`config.mk`:
```
export PLATFORM = sky130hd
export DESIGN_NAME = xml_char_escaper
export DESIGN_NICKNAME = d
export VERILOG_FILES = /design/src/rtl/xce_pkg.sv /design/src/rtl/xce_encode.sv /design/src/rtl/xml_char_escaper.sv
export VERILOG_INCLUDE_DIRS = /design/src /design/src/rtl
export SDC_FILE = /design/constraint.sdc
export NUM_CORES = 1
export LEC_CHECK = 0
export CORE_MARGIN = 2
export CORE_UTILIZATION = 42
export DETAILED_ROUTE_END_ITERATION = 16
export DONT_BUFFER_PORTS = 1
export SLEW_MARGIN = 20
export SYNTH_ARGS = -nofsm -noshare
export SYNTH_HDL_FRONTEND = slang
export SYNTH_SLANG_ARGS = --single-unit
```
`constraint.sdc`:
```
create_clock -name clk -period 4 [get_ports clk]
set_input_delay 0.8 -clock clk [delete_from_list [all_inputs] [get_ports clk]]
set_output_delay 0.8 -clock clk [all_outputs]
set_load 0.005 [all_outputs]
```
`src/rtl/xml_char_escaper_defines.svh`:
```
// ---------------------------------------------------------------------------
// xml_char_escaper_defines
// assertion macros shared by the escaper rtl
// ---------------------------------------------------------------------------
`ifndef XML_CHAR_ESCAPER_DEFINES_SVH
`define XML_CHAR_ESCAPER_DEFINES_SVH

// property holds at every clock outside reset
`define XCE_ASSERT(label, prop, msg) \
  label: assert property (@(posedge clk) disable iff (rst) (prop)) else $error(msg);

// antecedent implies consequent at the next clock
`define XCE_ASSERT_NEXT(label, ante, cons, msg) \
  label: assert property (@(posedge clk) disable iff (rst) (ante) |=> (cons)) else $error(msg);

`endif

```
`src/rtl/xce_pkg.sv`:
```
// ---------------------------------------------------------------------------
// xce_pkg
// types, constants and helpers for the xml character escaper
// ---------------------------------------------------------------------------
`default_nettype none

package xce_pkg;

  localparam int CP_W    = 21;
  localparam int RUN_MAX = 6;
  localparam int LEN_W   = $clog2(RUN_MAX + 1);
  localparam int IDX_W   = $clog2(RUN_MAX);

  typedef logic [CP_W-1:0]  cp_t;
  typedef logic [LEN_W-1:0] len_t;
  typedef logic [IDX_W-1:0] idx_t;

  localparam cp_t CP_TAB      = cp_t'(8'h09);
  localparam cp_t CP_LF       = cp_t'(8'h0A);
  localparam cp_t CP_CR       = cp_t'(8'h0D);
  localparam cp_t CP_CTRL_MAX = cp_t'(8'h1F);

  localparam logic [7:0] GLYPH_DIGIT_BASE  = 8'h30;
  localparam logic [7:0] GLYPH_LETTER_BASE = 8'h37;

  // escaped sequence for one input code point
  typedef struct packed {
    cp_t [RUN_MAX-1:0] sym;
    len_t              len;
  } run_t;

  function automatic cp_t ch(input logic [7:0] c);
    return {{(CP_W-8){1'b0}}, c};
  endfunction

  // upper-case hex digit glyph
  function automatic cp_t hex_glyph(input logic [3:0] n);
    logic [7:0] g;
    g = {4'b0, n} + ((n < 4'd10) ? GLYPH_DIGIT_BASE : GLYPH_LETTER_BASE);
    return ch(g);
  endfunction

endpackage

`default_nettype wire

```
`src/rtl/xce_encode.sv`:
```
// ---------------------------------------------------------------------------
// xce_encode
// maps one code point to its escaped run of one to six code points
// ---------------------------------------------------------------------------
`default_nettype none

module xce_encode (
  input  var xce_pkg::cp_t  code_point,
  input  var logic          escape_quotes,
  output xce_pkg::run_t     run
);
  import xce_pkg::*;

  always_comb begin
    run = '0;
    run.sym[0] = code_point;
    run.len = len_t'(1);
    if (code_point == ch("&")) begin
      run.sym[0] = ch("&"); run.sym[1] = ch("a"); run.sym[2] = ch("m");
      run.sym[3] = ch("p"); run.sym[4] = ch(";");
      run.len = len_t'(5);
    end else if (code_point == ch("<")) begin
      run.sym[0] = ch("&"); run.sym[1] = ch("l"); run.sym[2] = ch("t");
      run.sym[3] = ch(";");
      run.len = len_t'(4);
    end else if (code_point == ch(">")) begin
      run.sym[0] = ch("&"); run.sym[1] = ch("g"); run.sym[2] = ch("t");
      run.sym[3] = ch(";");
      run.len = len_t'(4);
    end else if (code_point == CP_TAB || code_point == CP_LF || code_point == CP_CR) begin
      run.len = len_t'(1);
    end else if (code_point <= CP_CTRL_MAX) begin
      // numeric character reference
      run.sym[0] = ch("&"); run.sym[1] = ch("#"); run.sym[2] = ch("x");
      run.sym[3] = hex_glyph(code_point[7:4]);
      run.sym[4] = hex_glyph(code_point[3:0]);
      run.sym[5] = ch(";");
      run.len = len_t'(6);
    end else if (escape_quotes && code_point == ch("\"")) begin
      run.sym[0] = ch("&"); run.sym[1] = ch("q"); run.sym[2] = ch("u");
      run.sym[3] = ch("o"); run.sym[4] = ch("t"); run.sym[5] = ch(";");
      run.len = len_t'(6);
    end else if (escape_quotes && code_point == ch("'")) begin
      run.sym[0] = ch("&"); run.sym[1] = ch("a"); run.sym[2] = ch("p");
      run.sym[3] = ch("o"); run.sym[4] = ch("s"); run.sym[5] = ch(";");
      run.len = len_t'(6);
    end
  end

endmodule

`default_nettype wire

```
`src/rtl/xml_char_escaper.sv`:
```
// ---------------------------------------------------------------------------
// xml_char_escaper
// Streams code points and emits their xml-escaped form, one output code
// point per cycle while out_ready is high. Plain text, a run of one per
// word, thus flows at one word per cycle; an escaped word occupies the output
// serializer for its run of four to six code points, during which one more
// input word waits in the input register. Each word passes the input register
// and then the run register before output. No state is kept between words.
// ---------------------------------------------------------------------------
`default_nettype none
`include "xml_char_escaper_defines.svh"

module xml_char_escaper (
  input  var logic          clk,
  input  var logic          rst,
  input  var logic          in_valid,
  output logic              in_ready,
  input  var xce_pkg::cp_t  code_point,
  input  var logic          escape_quotes,
  output logic              out_valid,
  input  var logic          out_ready,
  output xce_pkg::cp_t      out_code_point,
  output logic              last
);
  import xce_pkg::*;

  logic hold_valid;
  cp_t  hold_cp;
  logic hold_quotes;

  run_t enc_run;
  run_t run_word;
  logic run_valid;
  idx_t idx;

  logic run_free;
  logic load_run;

  xce_encode u_encode (
    .code_point    (hold_cp),
    .escape_quotes (hold_quotes),
    .run           (enc_run)
  );

  assign last           = (idx == idx_t'(run_word.len - len_t'(1)));
  assign out_valid      = run_valid;
  assign out_code_point = run_word.sym[idx];
  assign run_free       = !run_valid || (out_ready && last);
  assign load_run       = hold_valid && run_free;
  assign in_ready       = !hold_valid || load_run;

  always_ff @(posedge clk) begin
    if (rst) begin
      hold_valid <= 1'b0;
      run_valid  <= 1'b0;
      idx        <= '0;
    end else begin
      if (in_ready) begin
        hold_valid <= in_valid;
      end
      if (run_free) begin
        run_valid <= hold_valid;
        idx       <= '0;
      end else if (out_ready) begin
        idx <= idx + idx_t'(1);
      end
    end
  end

  always_ff @(posedge clk) begin
    if (in_valid && in_ready) begin
      hold_cp     <= code_point;
      hold_quotes <= escape_quotes;
    end
    if (load_run) begin
      run_word <= enc_run;
    end
  end

  `XCE_ASSERT(a_idx_in_run, !run_valid || ((run_word.len != '0) && (len_t'(idx) < run_word.len)), "index beyond run")
  `XCE_ASSERT_NEXT(a_run_continues, out_valid && out_ready && !last, out_valid && (idx != '0), "run cut short")
  `XCE_ASSERT_NEXT(a_new_run_starts, out_valid && out_ready && last, idx == '0, "run does not restart at first word")
  `XCE_ASSERT(a_single_is_last, !(run_valid && (run_word.len == len_t'(1))) || last, "single word run without last")

endmodule

`default_nettype wire
```
* Yosys cells after proc, flatten, opt, wreduce, memory -nomap -nowiden *
Index checks and enable logic that the tools add are counted.

cells by class
  add/subtract/negate cells = 4
  magnitude comparators = 4
  equality and inequality tests = 9
  mux-type cells = 13
  reduce and logical (&&, ||, !) cells = 17

operators with widths
  kind                                                                                number
  114-bit two-way mux                                                                 3
  73-bit two-way mux                                                                  2
  21-bit by 6-bit == test with 1-bit output (second input constant)                   5
  90-bit two-way mux                                                                  1
  21-bit binary-select mux with 3-bit select                                          1
  21-bit by 4-bit == test with 1-bit output (second input constant)                   3
  21-bit by 5-bit less-or-equal comparator with 1-bit output (second input constant)  1
  21-bit two-way mux                                                                  1
  4-bit by 8-bit adder with 8-bit output                                              2
  6-bit two-way mux                                                                   2
  3-bit two-way mux                                                                   3
  4-bit less-than comparator (second input constant)                                  2
  6-bit OR reduction                                                                  1
  1-bit logical AND                                                                   5
  5-bit OR reduction                                                                  1
  1-bit logical OR                                                                    4
  3-bit by 4-bit less-than comparator with 1-bit output (second input constant)       1
  2-bit OR reduction                                                                  2
  4-bit OR reduction                                                                  1
  3-bit by 1-bit adder with 3-bit output (second input constant)                      1
  3-bit == test                                                                       1
  3-bit OR reduction                                                                  1
  3-bit by 1-bit subtractor with 3-bit output (second input constant)                 1
  1-bit zero test                                                                     2

word-level totals
  register bits = 156
  input port bits = 26
  word-level logic and storage cells = 73

* Logic depth before layout (Yosys ltp) *
  depth in word-level cells = 8
  depth in mapped cells = 10
  gate-level depth less buffers = 8

* Cells and area by module *
From an unflattened synthesis, not the netlist that was laid out.

second synthesis, totals
  cells, all modules = 489
  area total of the unflattened synthesis = 7238.2 um^2

modules (own cells, without submodules)
  module            times used  cells an instance  area each (um^2)  seq. area each (um^2)
  xml_char_escaper  1           289                5908.2            4634.4
  xce_encode        1           200                1330.0            0.0

* Worst setup path before layout *
Ideal clock, no wire load.

  path type = input -> register
  start point = input port out_ready
  end point = register run_word[0] (netlist bit) (enable)
  setup time = 454 ps
  arrival = 3310 ps
  required time = 3546 ps
  slack = 237 ps
  stages on the path = 3
  path buffers = 0
  cell sequence = inv_1 o41a_1 nor2_1

on the way
  longest elaborated chain between the ends = 3

RTL lines
  item                  line                    RTL
  start, declared       xml_char_escaper.sv:21  input var logic out_ready,
  1-bit logical AND     xml_char_escaper.sv:48  assign run_free = !run_valid || (out_ready && last);
  1-bit logical OR      xml_char_escaper.sv:48
  1-bit logical AND     xml_char_escaper.sv:49  assign load_run = hold_valid && run_free;
  net load_run          xml_char_escaper.sv:37  logic load_run;
  end signal, assigned  xml_char_escaper.sv:76  run_word <= enc_run;
  end, declared         xml_char_escaper.sv:32  run_t run_word;

The timed path passes the listed nets, and every way through them passes these cells.
A chain may end at the register's enable or synchronous reset.

* Final worst setup path *
  start point = register idx[0]
  end point = output port out_code_point[1]

on the way
  longest elaborated chain between the ends = 2

RTL lines
  item                                        line                    RTL
  start, declared                             xml_char_escaper.sv:34  idx_t idx;
  start signal, assigned                      xml_char_escaper.sv:65  idx <= idx + idx_t'(1);
  21-bit binary-select mux with 3-bit select  xml_char_escaper.sv:47  assign out_code_point = run_word.sym[idx];
  21-bit two-way mux (implied by the code)    xml_char_escaper.sv:47
  end, declared                               xml_char_escaper.sv:22  output xce_pkg::cp_t out_code_point,

No other way between the ends. The select of a mux whose other input is x is not followed.

==> impl_metrics.yaml <==
status:
  outcome: "finished, final reports clean"
placement:
  portBuffers: 0
  placed_cells: 345
  pre_cts_ws_ns: 1.42
  gp_congestion: 0.783
  place_hpwl_mm: 4.57
power_and_ir_drop:
  leakage_nw: 1.33
  power.total_mw: 1.59
  cellPowerDensity_mw_per_mm2: 436
  peakVddDrop_mv: 0.308
clock_tree:
  clkSinkCount: 75
  clockBufferDepth: 2
  cts_tree: "built"
  numCtsBuffers: 9
  clock_latency_ns: 0.34
  cts_root_buffer: "clkbuf_8"
  postCtsSetupBuffers: 0
  cts_hold_buf: 0
  htreeDepth: 3
  path_clk_slew_ns: 0.08
  cts_resized: 0
die:
  io_pins: 50
  core_mm2: 0.00777
  die_x_um: 93.9
  die_h_um: 93.9
  rows: 32
  die_area_mm2: 0.00882
  start_util_pct: 43.7
layout:
  nFillCells: 694
  diodes: 0
  syn_to_final_growth_pct: 7.59
  instances_no_fill: 361
  drive_above_1_share_pct: 12.4
  nNetsFinal: 287
grt:
  grt_pass1_vias: 1823
  grt_overflow: 0
  antenna_found_initial: 0
  grt_max_degree: 23
  grt_usage_pct: 15.1
  grt_pass1_wl_mm: 9.73
yosys:
  yosysSeqAreaShare_pct: 64.8
  synth_edf_count: 70
  synth-seq-cells: 75
  synth_cells: 264
  synth.avg_cell_area_um2: 12.9
  syn-num-nets: 297
  yosys_warnings: 0
  synthFlopType: "edfxtp_1"
  synth_area_mm2: 0.00340
  ys_async_sr_fraction_pct: 0
  synth_cell_types: 45
sta:
  slew_headroom_pct: 58.8
  worst_pin_slew_ns: 0.617
  grt_setup_unrepaired: "no"
  layout_min_cycle_time_ns: 2.71
  hold_viol: 0
  skew_ns: 0.00630
  max_freq_mhz: 369
  maxSlewViolCount: 0
  finalSetupViolations: 0
  tns_ns: 0
  timing.final.ws_setup_ns: 1.29
  fin_crit_sh_pct: 67.7
setup_path:
  crit_path_end_kind: "output pin"
  cp_max_fo: 13
  reg2reg_depth: 4
  r2r-start: "idx[0]"
  cp_num_cells: 4
  critPathCapture: "out_code_point[1]"
  criticalPathCategory: "flop to output pin"
  slowest_stage: "dfxtp_1"
  path_cells: "inv_1, nor2_1, a21oi_1, o22ai_1"
  regToRegSetupSlack_ns: 1.42
  cp-start-kind: "flop"
  rr_endpoint: "run_word[72]"
  crit_family: "flip-flops"
  critPathLaunch: "idx[0]"
  critPathMaxStageDelay_ns: 0.72
  crit_required_ns: 3.20
  path_buf_inv: 1
  arrival_ns: 1.91
routing:
  drtAntennaViolNets: 0
  wl_mm: 6.14
  avgViaCountPerCell: 5.19
  drc: 0
  post_drt_wl_per_cell_um: 17.0
  dr.first_iter.drc_count: 88
  vias: 1872
  firstDrtPassIters: 4
job:
  maxCapViolations: 0
hold_path:
  hold_class: "flop to flop"
-- sequential cells by signal, indices dropped and copies added (netlist names) --
register,cells
run_word,48
hold_quotes,1
hold_valid,1
out_valid,1
idx,3
hold_cp,21
-- cells in the final DEF (no fill, tap or decap), types with 3 or more instances in the layout --
master / count
dfxtp_1: 5
mux4_2: 5
nand4_1: 5
nor3_1: 8
clkinv_4: 3
clkbuf_8: 9
nor2_1: 20
edfxtp_1: 70
a21oi_1: 17
nand2_1: 11
o22ai_1: 5
a21o_1: 4
nand3_1: 5
buf_4: 4
ha_1: 5
o21ai_0: 5
and2_1: 14
inv_1: 13
mux2i_1: 4
nand2b_1: 5
xnor2_1: 6
-- worst min path at each step --
stage	start	to	cells past startpoint
after floorplan	hold_valid	out_valid	2
after global placement	hold_cp[10]	run_word[13]	0
after detailed placement	hold_cp[15]	run_word[18]	0
after CTS	hold_cp[15]	run_word[18]	0
after global routing	hold_cp[20]	run_word[23]	0
final	hold_cp[15]	run_word[18]	0
-- metal layers --
layer,vias up,part of all wire (%),GRT usage (%)
li1,924,-,-
met1,895,47,21.4
met2,48,47,22.3
met3,5,5.0,5.78
met4,0,0.83,3.26
met5,-,0,0
-- cell usage after synthesis (2+ instances only) --
master | count | area share (%)
mux4_2 | 5 | 3.3
o21ai_0 | 5 | 0.74
nand2_1 | 11 | 1.2
mux2i_1 | 4 | 1.2
dfxtp_1 | 5 | 2.9
edfxtp_1 | 70 | 62
inv_1 | 13 | 1.4
nand3_1 | 5 | 0.74
xnor2_1 | 6 | 1.5
nor2_1 | 21 | 2.3
xor2_1 | 2 | 0.52
o22ai_1 | 5 | 0.92
a21o_1 | 4 | 0.88
buf_1 | 2 | 0.22
or3_4 | 2 | 0.66
nand4_1 | 5 | 0.92
nand2b_1 | 5 | 0.92
nor4_1 | 2 | 0.37
nor3b_1 | 2 | 0.44
fa_1 | 2 | 1.2
a21oi_1 | 18 | 2.7
and3_1 | 2 | 0.37
ha_1 | 5 | 1.8
nor3_1 | 8 | 1.2
buf_2 | 2 | 0.29
and2_1 | 14 | 2.6
clkbuf_1 | 20 | 2.2
or2_1 | 2 | 0.37
-- through the flow --
stage | hold slack, ns | instance area (µm²) | utilization, %
after floorplan | 0.475 | 3400 | -
after global placement | 0.435 | 3460 | 44.6
after detailed placement | 0.437 | 3460 | 44.6
after CTS | 0.456 | 3650 | 47.0
after global routing | 0.471 | 3650 | 47.0
final | 0.454 | 3650 | 47.0
-- area by class of cell --
class	instances	area, µm²	area share (%)
clock inverter	6	65.1	1.78
clock buffer	10	128	3.49
sequential	75	2200	60.3
multi-input combinational	149	1040	28.5
tap	102	128	3.49
timing repair buffer	4	30.0	0.822
inverter	15	61.3	1.68
-- where the power goes --
group / switching [mW] / internal, mW
Sequential: 0.0277 / 0.907
Clock: 0.271 / 0.289
Combinational: 0.0579 / 0.0397
Total: 0.357 / 1.24
-- kinds of logic (layout without fill, tap and decap cells) --
logic type	Yosys count	after routing	share of synthesized area (%)
AND/OR/NAND/NOR	86	86	13.7
flip-flops	75	75	64.8
buffers and inverters	40	35	4.86
AO/OA/AOI/OAI	38	38	6.71
multiplexers	10	10	4.83
XOR/XNOR	8	8	2.06
adder cells (fa/ha/maj)	7	7	3.02
Note: power is estimated with default switching activity, not from simulation.
